File: config.mk
export PLATFORM = sky130hd
export DESIGN_NAME = alpha_beta_target_tracker
export DESIGN_NICKNAME = d
export VERILOG_FILES = /design/src/abt_pkg.sv /design/src/abt_mul.sv /design/src/abt_div.sv /design/src/abt_sqrt.sv /design/src/alpha_beta_target_tracker.sv
export SDC_FILE = /design/constraint.sdc
export NUM_CORES = 2
export LEC_CHECK = 0
export BUFFER_PORTS_ARGS = -buffer_cell sky130_fd_sc_hd__buf_2
export CAP_MARGIN = 40
export CORE_AREA = 2 2 448 450
export DETAILED_ROUTE_END_ITERATION = 12
export DIE_AREA = 0 0 450 452
export PLACE_DENSITY_LB_ADDON = 0.3
export REMOVE_ABC_BUFFERS = 1
export SLEW_MARGIN = 15
export SYNTH_ARGS = -nofsm -noshare
export SYNTH_HDL_FRONTEND = slang
export SYNTH_SLANG_ARGS = --single-unit
File: constraint.sdc
create_clock -name clk -period 50.1 [get_ports clk]
set_clock_uncertainty 0.05 [all_clocks]
set_input_delay 7.515 -clock clk [delete_from_list [all_inputs] [get_ports clk]]
set_output_delay 7.515 -clock clk [all_outputs]
set_load 0.03 [all_outputs]
File: src/abt_pkg.sv
// shared constants and types for the alpha-beta target tracker
`timescale 1ns / 1ps
package abt_pkg;

  localparam int IN_DATA_W  = 168;
  localparam int OUT_DATA_W = 312;
  localparam int CFG_IDX_W  = 3;
  localparam int CFG_DATA_W = 31;

  localparam int WIDE_W = 64;
  localparam int MUL_B_W = 32;
  localparam int DIV_D_W = 32;

  localparam logic [CFG_IDX_W-1:0] CFG_ALPHA   = 3'd0;
  localparam logic [CFG_IDX_W-1:0] CFG_BETA    = 3'd1;
  localparam logic [CFG_IDX_W-1:0] CFG_GATE    = 3'd2;
  localparam logic [CFG_IDX_W-1:0] CFG_TIMEOUT = 3'd3;
  localparam logic [CFG_IDX_W-1:0] CFG_DECAY   = 3'd4;

  localparam logic [1:0] TRK_TRACKING = 2'd0;
  localparam logic [1:0] TRK_COASTING = 2'd1;
  localparam logic [1:0] TRK_LOST     = 2'd2;

  typedef struct packed {
    logic start;
    logic done;
  } unit_hs_t;

endpackage

File: src/abt_mul.sv
// bit-serial shift-add multiplier, one multiplier bit per cycle
`timescale 1ns / 1ps
module abt_mul (
  input  logic                         clk,
  input  logic                         rst,
  input  logic                         start,
  input  logic [abt_pkg::WIDE_W-1:0]   a,
  input  logic [abt_pkg::MUL_B_W-1:0]  b,
  output logic                         done,
  output logic [abt_pkg::WIDE_W-1:0]   prod
);
  import abt_pkg::*;

  logic                busy;
  logic [4:0]          cnt;
  logic [WIDE_W-1:0]   ma;
  logic [MUL_B_W-1:0]  mb;

  always_ff @(posedge clk) begin
    if (rst) begin
      busy <= 1'b0;
      done <= 1'b0;
      cnt  <= '0;
    end else begin
      done <= 1'b0;
      if (start) begin
        busy <= 1'b1;
        cnt  <= '0;
      end else if (busy) begin
        cnt <= cnt + 5'd1;
        if (cnt == 5'd31) begin
          busy <= 1'b0;
          done <= 1'b1;
        end
      end
    end
  end

  always_ff @(posedge clk) begin
    if (start) begin
      ma   <= a;
      mb   <= b;
      prod <= '0;
    end else if (busy) begin
      if (mb[0]) prod <= prod + ma;
      ma <= ma << 1;
      mb <= mb >> 1;
    end
  end

endmodule

File: src/abt_div.sv
// restoring divider, one quotient bit per cycle
`timescale 1ns / 1ps
module abt_div (
  input  logic                         clk,
  input  logic                         rst,
  input  logic                         start,
  input  logic [abt_pkg::WIDE_W-1:0]   n,
  input  logic [abt_pkg::DIV_D_W-1:0]  d,
  output logic                         done,
  output logic [abt_pkg::WIDE_W-1:0]   q
);
  import abt_pkg::*;

  logic                busy;
  logic [5:0]          cnt;
  logic [DIV_D_W-1:0]  dv;
  logic [DIV_D_W-1:0]  rem;
  logic [DIV_D_W:0]    rem_sh;
  logic                fits;

  assign rem_sh = {rem, q[WIDE_W-1]};
  assign fits   = rem_sh >= {1'b0, dv};

  always_ff @(posedge clk) begin
    if (rst) begin
      busy <= 1'b0;
      done <= 1'b0;
      cnt  <= '0;
    end else begin
      done <= 1'b0;
      if (start) begin
        busy <= 1'b1;
        cnt  <= '0;
      end else if (busy) begin
        cnt <= cnt + 6'd1;
        if (cnt == 6'd63) begin
          busy <= 1'b0;
          done <= 1'b1;
        end
      end
    end
  end

  always_ff @(posedge clk) begin
    if (start) begin
      q   <= n;
      dv  <= d;
      rem <= '0;
    end else if (busy) begin
      rem <= fits ? DIV_D_W'(rem_sh - {1'b0, dv}) : rem_sh[DIV_D_W-1:0];
      q   <= {q[WIDE_W-2:0], fits};
    end
  end

endmodule

File: src/abt_sqrt.sv
// integer square root, one result bit per cycle
`timescale 1ns / 1ps
module abt_sqrt (
  input  logic                        clk,
  input  logic                        rst,
  input  logic                        start,
  input  logic [abt_pkg::WIDE_W-1:0]  v,
  output logic                        done,
  output logic [abt_pkg::WIDE_W-1:0]  root
);
  import abt_pkg::*;

  logic              busy;
  logic [4:0]        cnt;
  logic [WIDE_W-1:0] rv;
  logic [WIDE_W-1:0] bitv;
  logic [WIDE_W:0]   trial;

  assign trial = {1'b0, root} + {1'b0, bitv};

  always_ff @(posedge clk) begin
    if (rst) begin
      busy <= 1'b0;
      done <= 1'b0;
      cnt  <= '0;
    end else begin
      done <= 1'b0;
      if (start) begin
        busy <= 1'b1;
        cnt  <= '0;
      end else if (busy) begin
        cnt <= cnt + 5'd1;
        if (cnt == 5'd31) begin
          busy <= 1'b0;
          done <= 1'b1;
        end
      end
    end
  end

  always_ff @(posedge clk) begin
    if (start) begin
      rv   <= v;
      root <= '0;
      bitv <= {2'b01, {(WIDE_W-2){1'b0}}};
    end else if (busy) begin
      if ({1'b0, rv} >= trial) begin
        rv   <= WIDE_W'({1'b0, rv} - trial);
        root <= (root >> 1) + bitv;
      end else begin
        root <= root >> 1;
      end
      bitv <= bitv >> 2;
    end
  end

endmodule

File: src/alpha_beta_target_tracker.sv
// top level: alpha-beta tracker sequencer, state and stream ports
`timescale 1ns / 1ps
//
// channel  | dir | handshake          | beat contents
// s        | in  | s_tvalid/s_tready  | one observation
// m        | out | m_tvalid/m_tready  | one track estimate
// cfg      | in  | cfg_valid/cfg_ready| register index and value
//
// one beat in gives one beat out; how long it takes is set by the serial
// multiplier, the divider and the square root, the units that the steps share
// rst clears track state and loads register defaults
// the output register holds a finished beat while the next one is accepted;
// a stalled m side blocks only the final load of the output register
module alpha_beta_target_tracker (
  input  logic                              clk,
  input  logic                              rst,
  input  logic                              s_tvalid,
  output logic                              s_tready,
  // obs_x, obs_y, obs_z, obs_confidence, obs_time_ms, elapsed_us, zero pad
  input  logic [abt_pkg::IN_DATA_W-1:0]     s_tdata,
  // seen
  input  logic [0:0]                        s_tuser,
  output logic                              m_tvalid,
  input  logic                              m_tready,
  // est_x, est_y, est_z, vel_x, vel_y, vel_z, distance, confidence_out,
  // since_update_us, last_time_ms, zero pad
  output logic [abt_pkg::OUT_DATA_W-1:0]    m_tdata,
  // visible_now, track_state
  output logic [2:0]                        m_tuser,
  input  logic                              cfg_valid,
  output logic                              cfg_ready,
  input  logic [abt_pkg::CFG_IDX_W-1:0]     cfg_index,
  input  logic [abt_pkg::CFG_DATA_W-1:0]    cfg_data
);
  import abt_pkg::*;

  typedef enum logic [21:0] {
    S_IDLE      = 22'h000001,
    S_PRED_MUL  = 22'h000002,
    S_PRED_DIV  = 22'h000004,
    S_CHECK     = 22'h000008,
    S_GATE_MUL  = 22'h000010,
    S_LIM_MUL   = 22'h000020,
    S_ALPHA_MUL = 22'h000040,
    S_BETA_MUL  = 22'h000080,
    S_K_MUL     = 22'h000100,
    S_VEL_DIV   = 22'h000200,
    S_ACCEPT    = 22'h000400,
    S_REJ_MUL   = 22'h000800,
    S_REJ_DIV   = 22'h001000,
    S_DIST_MUL  = 22'h002000,
    S_SQRT      = 22'h004000,
    S_SEND      = 22'h008000,
    S_SPARE0    = 22'h010000,
    S_SPARE1    = 22'h020000,
    S_SPARE2    = 22'h040000,
    S_SPARE3    = 22'h080000,
    S_SPARE4    = 22'h100000,
    S_SPARE5    = 22'h200000
  } state_t;

  localparam logic [WIDE_W-1:0] US_PER_S  = 64'd1000000;
  localparam logic [WIDE_W-1:0] US_HALF   = 64'd500000;
  localparam logic [WIDE_W-1:0] GAIN_HALF = 64'd32768;
  localparam logic [MUL_B_W-1:0] K_15625  = 32'd15625;

  // config registers
  logic [15:0] alpha_gain, beta_gain;
  logic [30:0] max_innovation;
  logic [23:0] lost_timeout_us, confidence_decay;

  // track state
  logic signed [31:0] pos [3];
  logic signed [31:0] vel [3];
  logic signed [32:0] innov [3];
  logic               has_track, visible_reg;
  logic [1:0]         status_reg;
  logic [16:0]        conf_reg;
  logic [31:0]        coast_time, stamp_reg;

  // latched observation
  logic               seen;
  logic signed [31:0] obs [3];
  logic [16:0]        mc;
  logic [31:0]        ot;
  logic [17:0]        step;

  state_t       state;
  logic [1:0]   ax;
  logic         issued;
  logic [63:0]  sum;

  unit_hs_t          mul_hs, div_hs, sqrt_hs;
  logic [WIDE_W-1:0] mul_a, mul_prod, div_n, div_q, sqrt_root;
  logic [MUL_B_W-1:0] mul_b;
  logic [DIV_D_W-1:0] div_d;

  // input unpack
  logic [16:0] in_conf;
  logic [19:0] in_el;
  logic [17:0] in_step;
  assign in_conf = s_tdata[112:96];
  assign in_el   = s_tdata[164:145];
  assign in_step = (in_el >= 20'd101 && in_el <= 20'd200000) ? in_el[17:0] : 18'd10000;

  function automatic logic [31:0] abs32(input logic signed [31:0] x);
    abs32 = x[31] ? 32'(-x) : 32'(x);
  endfunction

  // add a signed magnitude to a position or velocity, saturating
  function automatic logic signed [31:0] sat_add(input logic signed [31:0] base,
                                                 input logic [63:0] mag,
                                                 input logic neg);
    logic [33:0]        mcl;
    logic signed [35:0] s;
    mcl = (|mag[63:33]) ? {1'b1, 33'd0} : mag[33:0];
    s   = 36'(base) + (neg ? -36'($signed({2'b00, mcl})) : 36'($signed({2'b00, mcl})));
    if (s > 36'sd2147483647)       sat_add = 32'sh7fffffff;
    else if (s < -36'sd2147483648) sat_add = 32'sh80000000;
    else                           sat_add = s[31:0];
  endfunction

  logic [32:0] innov_mag;
  logic        gate_over;
  logic [32:0] lt_sum;
  logic [31:0] lt_sat;
  logic [16:0] conf_dec;

  assign innov_mag = innov[ax][32] ? 33'(-innov[ax]) : 33'(innov[ax]);
  assign gate_over = innov_mag > {2'b00, max_innovation};
  assign lt_sum    = {1'b0, coast_time} + 33'(step);
  assign lt_sat    = lt_sum[32] ? 32'hffffffff : lt_sum[31:0];
  assign conf_dec  = ({47'd0, conf_reg} > div_q) ? 17'(conf_reg - div_q[16:0]) : 17'd0;

  // operand selection for the shared units
  always_comb begin
    mul_a = '0;
    mul_b = '0;
    div_n = '0;
    div_d = '0;
    case (state)
      S_PRED_MUL:  begin mul_a = 64'(abs32(vel[ax])); mul_b = 32'(step); end
      S_GATE_MUL:  begin mul_a = 64'(innov_mag); mul_b = innov_mag[31:0]; end
      S_LIM_MUL:   begin mul_a = 64'(max_innovation); mul_b = 32'(max_innovation); end
      S_ALPHA_MUL: begin mul_a = 64'(innov_mag); mul_b = 32'(alpha_gain); end
      S_BETA_MUL:  begin mul_a = 64'(innov_mag); mul_b = 32'(beta_gain); end
      S_K_MUL:     begin mul_a = mul_prod; mul_b = K_15625; end
      S_REJ_MUL:   begin mul_a = 64'(confidence_decay); mul_b = 32'(step); end
      S_DIST_MUL:  begin mul_a = 64'(abs32(pos[ax])); mul_b = abs32(pos[ax]); end
      S_PRED_DIV, S_REJ_DIV: begin div_n = mul_prod + US_HALF; div_d = US_PER_S[31:0]; end
      S_VEL_DIV:   begin
        div_n = mul_prod + {37'd0, step, 9'd0};
        div_d = {4'd0, step, 10'd0};
      end
      default: ;
    endcase
  end

  assign mul_hs.start = !issued && (state == S_PRED_MUL || state == S_LIM_MUL ||
                        state == S_ALPHA_MUL || state == S_BETA_MUL || state == S_K_MUL ||
                        state == S_REJ_MUL || state == S_DIST_MUL ||
                        (state == S_GATE_MUL && !gate_over));
  assign div_hs.start = !issued && (state == S_PRED_DIV || state == S_VEL_DIV ||
                        state == S_REJ_DIV);
  assign sqrt_hs.start = !issued && state == S_SQRT;

  abt_mul u_mul (.clk, .rst, .start(mul_hs.start), .a(mul_a), .b(mul_b),
                 .done(mul_hs.done), .prod(mul_prod));
  abt_div u_div (.clk, .rst, .start(div_hs.start), .n(div_n), .d(div_d),
                 .done(div_hs.done), .q(div_q));
  abt_sqrt u_sqrt (.clk, .rst, .start(sqrt_hs.start), .v(sum),
                   .done(sqrt_hs.done), .root(sqrt_root));

  assign s_tready  = state == S_IDLE;
  assign cfg_ready = 1'b1;

  // config writes
  always_ff @(posedge clk) begin
    if (rst) begin
      alpha_gain       <= 16'd36045;
      beta_gain        <= 16'd7864;
      max_innovation   <= 31'd131072;
      lost_timeout_us  <= 24'd1000000;
      confidence_decay <= 24'd52429;
    end else if (cfg_valid) begin
      case (cfg_index)
        CFG_ALPHA:   alpha_gain       <= cfg_data[15:0];
        CFG_BETA:    beta_gain        <= cfg_data[15:0];
        CFG_GATE:    max_innovation   <= cfg_data;
        CFG_TIMEOUT: lost_timeout_us  <= cfg_data[23:0];
        CFG_DECAY:   confidence_decay <= cfg_data[23:0];
        default: ;
      endcase
    end
  end

  // latched observation fields
  always_ff @(posedge clk) begin
    if (s_tvalid && s_tready) begin
      seen   <= s_tuser[0];
      obs[0] <= s_tdata[31:0];
      obs[1] <= s_tdata[63:32];
      obs[2] <= s_tdata[95:64];
      mc     <= (in_conf == 17'd0 || in_conf > 17'd65536) ? 17'd65536 : in_conf;
      ot     <= s_tdata[144:113];
      step   <= in_step;
    end
  end

  // sequencer
  always_ff @(posedge clk) begin
    if (rst) begin
      state       <= S_IDLE;
      issued      <= 1'b0;
      ax          <= '0;
      sum         <= '0;
      has_track   <= 1'b0;
      status_reg  <= TRK_LOST;
      visible_reg <= 1'b0;
      conf_reg    <= '0;
      coast_time  <= 32'hffffffff;
      stamp_reg   <= '0;
      m_tvalid    <= 1'b0;
      for (int i = 0; i < 3; i++) begin
        pos[i] <= '0;
        vel[i] <= '0;
      end
    end else begin
      if (state == S_SEND && (!m_tvalid || m_tready)) m_tvalid <= 1'b1;
      else if (m_tvalid && m_tready) m_tvalid <= 1'b0;
      if (mul_hs.start || div_hs.start || sqrt_hs.start) issued <= 1'b1;
      unique case (state)
        S_IDLE: begin
          if (s_tvalid) begin
            ax    <= '0;
            state <= has_track ? S_PRED_MUL : S_CHECK;
          end
        end
        S_PRED_MUL: if (mul_hs.done) begin issued <= 1'b0; state <= S_PRED_DIV; end
        S_PRED_DIV: begin
          if (div_hs.done) begin
            issued  <= 1'b0;
            pos[ax] <= sat_add(pos[ax], div_q, vel[ax][31]);
            if (ax == 2'd2) begin ax <= '0; state <= S_CHECK; end
            else begin ax <= ax + 2'd1; state <= S_PRED_MUL; end
          end
        end
        S_CHECK: begin
          if (!seen) state <= S_REJ_MUL;
          else if (!has_track || status_reg == TRK_LOST) begin
            for (int i = 0; i < 3; i++) begin
              pos[i] <= obs[i];
              vel[i] <= '0;
            end
            has_track <= 1'b1;
            state     <= S_ACCEPT;
          end else begin
            for (int i = 0; i < 3; i++) innov[i] <= 33'(obs[i]) - 33'(pos[i]);
            sum   <= '0;
            ax    <= '0;
            state <= S_GATE_MUL;
          end
        end
        S_GATE_MUL: begin
          if (!issued && gate_over) state <= S_REJ_MUL;
          else if (mul_hs.done) begin
            issued <= 1'b0;
            sum    <= sum + mul_prod;
            if (ax == 2'd2) begin ax <= '0; state <= S_LIM_MUL; end
            else ax <= ax + 2'd1;
          end
        end
        S_LIM_MUL: begin
          if (mul_hs.done) begin
            issued <= 1'b0;
            state  <= (sum > mul_prod) ? S_REJ_MUL : S_ALPHA_MUL;
          end
        end
        S_ALPHA_MUL: begin
          if (mul_hs.done) begin
            issued  <= 1'b0;
            pos[ax] <= sat_add(pos[ax], (mul_prod + GAIN_HALF) >> 16, innov[ax][32]);
            state   <= S_BETA_MUL;
          end
        end
        S_BETA_MUL: if (mul_hs.done) begin issued <= 1'b0; state <= S_K_MUL; end
        S_K_MUL:    if (mul_hs.done) begin issued <= 1'b0; state <= S_VEL_DIV; end
        S_VEL_DIV: begin
          if (div_hs.done) begin
            issued  <= 1'b0;
            vel[ax] <= sat_add(vel[ax], div_q, innov[ax][32]);
            if (ax == 2'd2) begin ax <= '0; state <= S_ACCEPT; end
            else begin ax <= ax + 2'd1; state <= S_ALPHA_MUL; end
          end
        end
        S_ACCEPT: begin
          visible_reg <= 1'b1;
          status_reg  <= TRK_TRACKING;
          conf_reg    <= mc;
          stamp_reg   <= ot;
          coast_time  <= '0;
          ax          <= '0;
          sum         <= '0;
          state       <= S_DIST_MUL;
        end
        S_REJ_MUL: if (mul_hs.done) begin issued <= 1'b0; state <= S_REJ_DIV; end
        S_REJ_DIV: begin
          if (div_hs.done) begin
            issued      <= 1'b0;
            visible_reg <= 1'b0;
            coast_time  <= lt_sat;
            conf_reg    <= conf_dec;
            if (has_track && lt_sat < 32'(lost_timeout_us)) status_reg <= TRK_COASTING;
            else begin
              status_reg <= TRK_LOST;
              has_track  <= 1'b0;
              for (int i = 0; i < 3; i++) vel[i] <= '0;
            end
            ax    <= '0;
            sum   <= '0;
            state <= S_DIST_MUL;
          end
        end
        S_DIST_MUL: begin
          if (mul_hs.done) begin
            issued <= 1'b0;
            sum    <= sum + mul_prod;
            if (ax == 2'd2) begin ax <= '0; state <= S_SQRT; end
            else ax <= ax + 2'd1;
          end
        end
        S_SQRT: if (sqrt_hs.done) begin issued <= 1'b0; state <= S_SEND; end
        S_SEND: begin
          // load the output register once the previous beat has left
          if (!m_tvalid || m_tready) state <= S_IDLE;
        end
        default: state <= S_IDLE;
      endcase
    end
  end

  // output register payload
  always_ff @(posedge clk) begin
    if (state == S_SEND && (!m_tvalid || m_tready)) begin
      m_tuser <= {status_reg, visible_reg};
      m_tdata <= {7'd0, stamp_reg, coast_time, conf_reg,
                  (|sqrt_root[63:32]) ? 32'hffffffff : sqrt_root[31:0],
                  vel[2], vel[1], vel[0], pos[2], pos[1], pos[0]};
    end
  end

  // every unit start sets issued, so no unit is restarted while a result is still expected
  assert property (@(posedge clk) disable iff (rst)
    (mul_hs.start || div_hs.start || sqrt_hs.start) |=> issued)
    else $error("unit started without tracking");

  // a lost track reports zero velocity
  assert property (@(posedge clk) disable iff (rst)
    (m_tvalid && m_tuser[2:1] == TRK_LOST) |-> m_tdata[191:96] == '0)
    else $error("lost track with nonzero velocity");

  // an accepted observation always means tracking
  assert property (@(posedge clk) disable iff (rst)
    (m_tvalid && m_tuser[0]) |-> m_tuser[2:1] == TRK_TRACKING)
    else $error("visible but not tracking");

  // an accepted observation resets the coasting time
  assert property (@(posedge clk) disable iff (rst)
    (m_tvalid && m_tuser[0]) |-> m_tdata[272:241] == '0)
    else $error("visible with nonzero coasting time");

endmodule

Word-level counts from Yosys, hierarchy flattened --
Memory sizes are Yosys's and may differ from the RTL's. A register that Yosys moved wholly into a read port is not among the register bits. Index checks and enable logic that the tools add are counted.
Storage, ports and cells: register bits after elaboration 1132, memories 4, bits of input ports 208, word-level logic and storage cells 379, memory bits (writable) 387
Memories:
- innov | words 3, width 33, read ports 1, clocked after memory_dff 1, write ports 3, RTL line alpha_beta_target_tracker.sv:75 | logic signed [32:0] innov [3];
- obs | words 3, width 32, read ports 3, clocked after memory_dff 0, write ports 3, RTL line alpha_beta_target_tracker.sv:83 | logic signed [31:0] obs [3];
- pos | words 3, width 32, read ports 4, clocked after memory_dff 1, write ports 3, RTL line alpha_beta_target_tracker.sv:73 | logic signed [31:0] pos [3];
- vel | words 3, width 32, read ports 4, clocked after memory_dff 4, write ports 3, RTL line alpha_beta_target_tracker.sv:74 | logic signed [31:0] vel [3];
Cells by class: bitwise operators 13, reduce and logical (&&, ||, !) cells 68, add/subtract/negate cells 26, mux-type cells 165, equal/unequal tests 47, order comparisons 15
Operators with widths (number):
- $mux W32 | 34
- $mux W64 | 13
- $pmux W64 S6 | 1
- $mux W22 | 17
- $pmux W22 S16 | 1
- $pmux W64 S5 | 1
- $pmux W32 S7 | 1
- $add A64 B64 Y64 | 2
- $pmux W64 S2 | 1
- $add A32 B36 Y36 | 3
- $gt A36 B32 Y1 const B | 3
- $lt A36 B32 Y1 const B | 3
- $mux W36 | 3
- $sub A32 B32 Y33 | 3
- $reduce_or A32 Y1 | 3
- $neg A34 Y36 | 2
- $mux W34 | 2
- $add A64 B63 Y65 | 1
- $ge A64 B65 Y1 | 1
- $add A63 B63 Y64 | 1
- $add A64 B16 Y64 const B | 1
- $add A64 B19 Y64 const B | 1
- $add A64 B27 Y64 | 1
- $gt A17 B64 Y1 | 1
- 74 further kinds | 234

Logic depth before layout (Yosys ltp) --
depth after elaboration 15, mapped depth 34

By module --
A second synthesis with hierarchy kept.
Second synthesis, totals: cell total of the unflattened synthesis 11129, area, all modules 103211.5 um^2
Modules (own cells, without submodules):
- alpha_beta_target_tracker | sequential area each 30479.2 um^2, times used 1, cells each 7453, area an instance 70183.6 um^2
- abt_sqrt | sequential area each 3983.8 um^2, times used 1, cells each 1952, area an instance 15322.2 um^2
- abt_mul | sequential area each 4304.1 um^2, times used 1, cells each 1052, area an instance 10353.7 um^2
- abt_div | sequential area each 3683.5 um^2, times used 1, cells each 672, area an instance 7352.1 um^2

Worst setup path before layout --
OpenSTA, ideal clock, no wires.
path kind input to register, start point input m_tready, end point register m_tdata[0] in the netlist's numbering, read port of pos, enable pin, path buffers 0, setup time 1.017 ns, required time 49.033 ns, path slack 27.924 ns, arrival time 21.110 ns, stages 2, path through nand2b_1 -> nor2b_1
Between the ends: longest elaborated chain between the ends 2
RTL lines:
- start, declared | RTL line alpha_beta_target_tracker.sv:24 | input logic m_tready,
- $logic_or A1 B1 Y1 | RTL line alpha_beta_target_tracker.sv:344 | if (state == S_SEND && (!m_tvalid || m_tready)) begin
- $logic_and A1 B1 Y1 | RTL line alpha_beta_target_tracker.sv:344
- end, declared | RTL line alpha_beta_target_tracker.sv:27 | output logic [abt_pkg::OUT_DATA_W-1:0] m_tdata,
No other way between the ends. A chain may end at the register's enable or synchronous reset.

Final worst setup path --
start point input m_tready, end point register m_tdata[117] in the netlist's numbering, read port of vel, enable pin
The elaborated chain is that of the path after synthesis.

==> results.tsv <==
stage	metric	value	unit
logic_synthesis	synthesized flop and latch total	1566	
critical_path	slowest stage cell, crit path	buf_4	
floorplan	Core Footprint	198600	µm²
final_layout	Top Registers	m_tdata (305), pos (128), vel (128)	
critical_path	Worst EP arrival	10850	ps
timing	Setup WS post-layout	39650	ps
clock_tree	Post CTS Setup Buffer Count	0	
floorplan	die width	450	µm
clock_tree	Clock Path Buffers	3	
detailed_routing	DRT Pass-1 Iters	9	
critical_path	CP most frequent cell	buf_4	
clock_tree	cts repair resizes	0	
logic_synthesis	largest cells by area after synthesis	edfxtp_1 33%, dfxtp_1 10%, ha_1 8.4%	
final_layout	Finished Layout Cells	13792	
timing	clock period minus worst slack	10450	ps
power	power per cell area	42.99	nW/µm²
final_layout	cell area after layout	110200	µm²
logic_synthesis	Post-Syn Instances	10645	
critical_path	CP Cell Sequence	buf_2 > nand2b_1 > nor2b_4 > buf_4 > buf_4 > buf_4 > buf_12	
detailed_routing	via/cell ratio	6.125	
min_path	worst hold path class	register to register	
critical_path	CP Capture Type	register	
logic_synthesis	Warnings, synthesis	0	
final_layout	synthesis-to-finish area growth	11.73	%
timing	Hold Vio Cnt, Final	0	
logic_synthesis	Post-synth EDFFs	1070	
logic_synthesis	Yosys top cell by area	edfxtp_1	
place	DP Area	104000	µm²
grt	vias in the first global route	81176	
place	Port-buffer cells	514	
critical_path	Req. time, crit path	50500	ps
detailed_routing	WL final	325800	µm
timing	Max Slew Vio Count	0	
power	Worst VDD drop	43.41	µV
logic_synthesis	Post-Syn Area	98620	µm²
grt	initial antenna violation count	19	
critical_path	Max Fanout on Critical Path	138	
detailed_routing	post-route ant nets	0	
logic_synthesis	Most used DFF post-synth	edfxtp_1	
final_layout	Largest Register	m_tdata	
timing	worst rel slew slack	31.56	%
grt	first-pass GRT wire length	488900	µm
clock_tree	Clk Latency, worst-skew pair	880	ps
timing	setup_tns	0	ps
grt	total track usage	30.98	%
timing	RSZ-0062 raised after global routing	no	
timing	worst-margin pin slew	1023	ps
final_layout	Largest register FFs	305	
place	dpl hpwl	247800	µm
clock_tree	H-Tree Depth	4	
flow_run	Max Cap Violations	0	
clock_tree	Clock transition at path regs	60	ps
final_layout	post-layout util	55.48	%
grt	GRT overflow	0	
floorplan	Die Y	452	µm
timing	fmax	95.73	MHz
floorplan	die area	203400	µm²
critical_path	R2R depth	28	
detailed_routing	Remaining DRCs	0	
logic_synthesis	Seq/Total Area, Yosys	42.65	%
clock_tree	CTS Buf Count	171	
final_layout	layout cells sized above 1	10.84	%
logic_synthesis	syn_area_per_cell	9.265	µm²
place	Final GP Congestion	1.005	
power	P_leak	42.95	nW
min_path	Cells on Worst Hold Path	0	
clock_tree	clock tree from TritonCTS	yes	
grt	pin count of the biggest net entering global routing	139	
clock_tree	hold_buf cts	0	
critical_path	crit start category	primary input	
floorplan	Ports	526	
timing	Final Setup Violations	0	
timing	period utilisation layout	20.85	%
logic_synthesis	asr flop ratio synth	0	%
detailed_routing	post-DR wirelength/cell	23.62	µm
place	Placed Cells	13445	
floorplan	FP Rows	164	
critical_path	Crit Path Class	primary input to register	
run_status	outcome	completed	
logic_synthesis	top-count cell post-synth	nand2_1	
logic_synthesis	Yosys cell types	107	
floorplan	initial core utilization	49.65	%
logic_synthesis	top cells by count, synth	1113 x nand2_1, 1107 x a21oi_1, 1070 x edfxtp_1, 1002 x nor2_1, 663 x ha_1	
place	DP Worst Slack	38860	ps
detailed_routing	Iter 0 DRT Violations	8711	
clock_tree	Clock Sinks	1566	
detailed_routing	via count	84478	
clock_tree	root buf cell	clkbuf_16	
final_layout	Total Nets Final	11856	
critical_path	slowest stage delay, CP	630	ps
logic_synthesis	post-synth top area share	32.58	%
cells by family after synthesis:
logic type | count (synthesis) | synth area share [%]
AOI/OAI and AO/OA | 3010 | 19.07
xor gates and xnor gates | 734 | 6.534
adders and majority gates | 675 | 8.655
buffers and inverters | 1064 | 4.217
DFF | 1566 | 42.65
muxes | 173 | 2.555
other | 2 | 0.007615
and+or+nand+nor | 3421 | 16.31
final timing paths:
check / to / slack [ps] / from
worst max register to register: pos[2][1] / 39840 / u_mul.prod[18]
worst min-delay path: m_tdata[96] / 380 / vel[0][0]
worst min register to register: m_tdata[96] / 380 / vel[0][0]
worst max-delay path: m_tdata[117] / 39650 / m_tready
cell usage in the layout, fill, tap and decap left out, drive strengths merged, types with 112 or more instances in the layout:
cell type	instances
nand2	1113
a21oi	1108
edfxtp	1070
nor2	1032
buf	693
ha	663
o21ai	634
inv	521
xnor2	512
dfxtp	496
nand3	229
xor2	222
a21o	222
clkbuf	217
nor3	178
a31oi	134
nand4	124
a22o	116
nand2b	112
routing by layer:
| layer | part of all wire, % | GRT usage, % | wire [µm] |
|---|---|---|---|
| met1 | 40 | 39.23 | 130800 |
| met2 | 46 | 50.00 | 148700 |
| met3 | 7.5 | 5.106 | 24500 |
| met4 | 6.6 | 18.26 | 21650 |
| met5 | 0.040 | 0 | 131 |
stage by stage:
step | hold WS, ps | power (W)
6_report | 377.9 | 0.004738
3_5_place_dp | 363.9 | 0.003379
3_3_place_gp | 361.3 | 0.003336
2_1_floorplan | 358.1 | 0.002876
5_1_grt | 383.7 | 0.004965
4_1_cts | 377.5 | 0.004707
critical path, delay by kind of cell:
kind | cells | cell delay, ps
buffers and inverters | 5 | 2350
AND/OR/NAND/NOR | 2 | 490
layout make-up:
class | count | area, µm²
Antenna cell | 15 | 37.54
Timing Repair Buffer | 695 | 4203
Fill cell | 17502 | 88430
Clock inverter | 105 | 1334
Clock buffer | 216 | 4639
Tap cell | 2656 | 3323
Sequential cell | 1566 | 42070
Inverter | 518 | 1944
Multi-Input combinational cell | 8021 | 52640
power breakdown:
part / switching (W) / internal [W]
sequential: 0.000187 / 0.00157
clock: 0.000559 / 0.000769
combinational: 0.00104 / 0.000616
No activity file was read; power rests on OpenSTA's default activity.
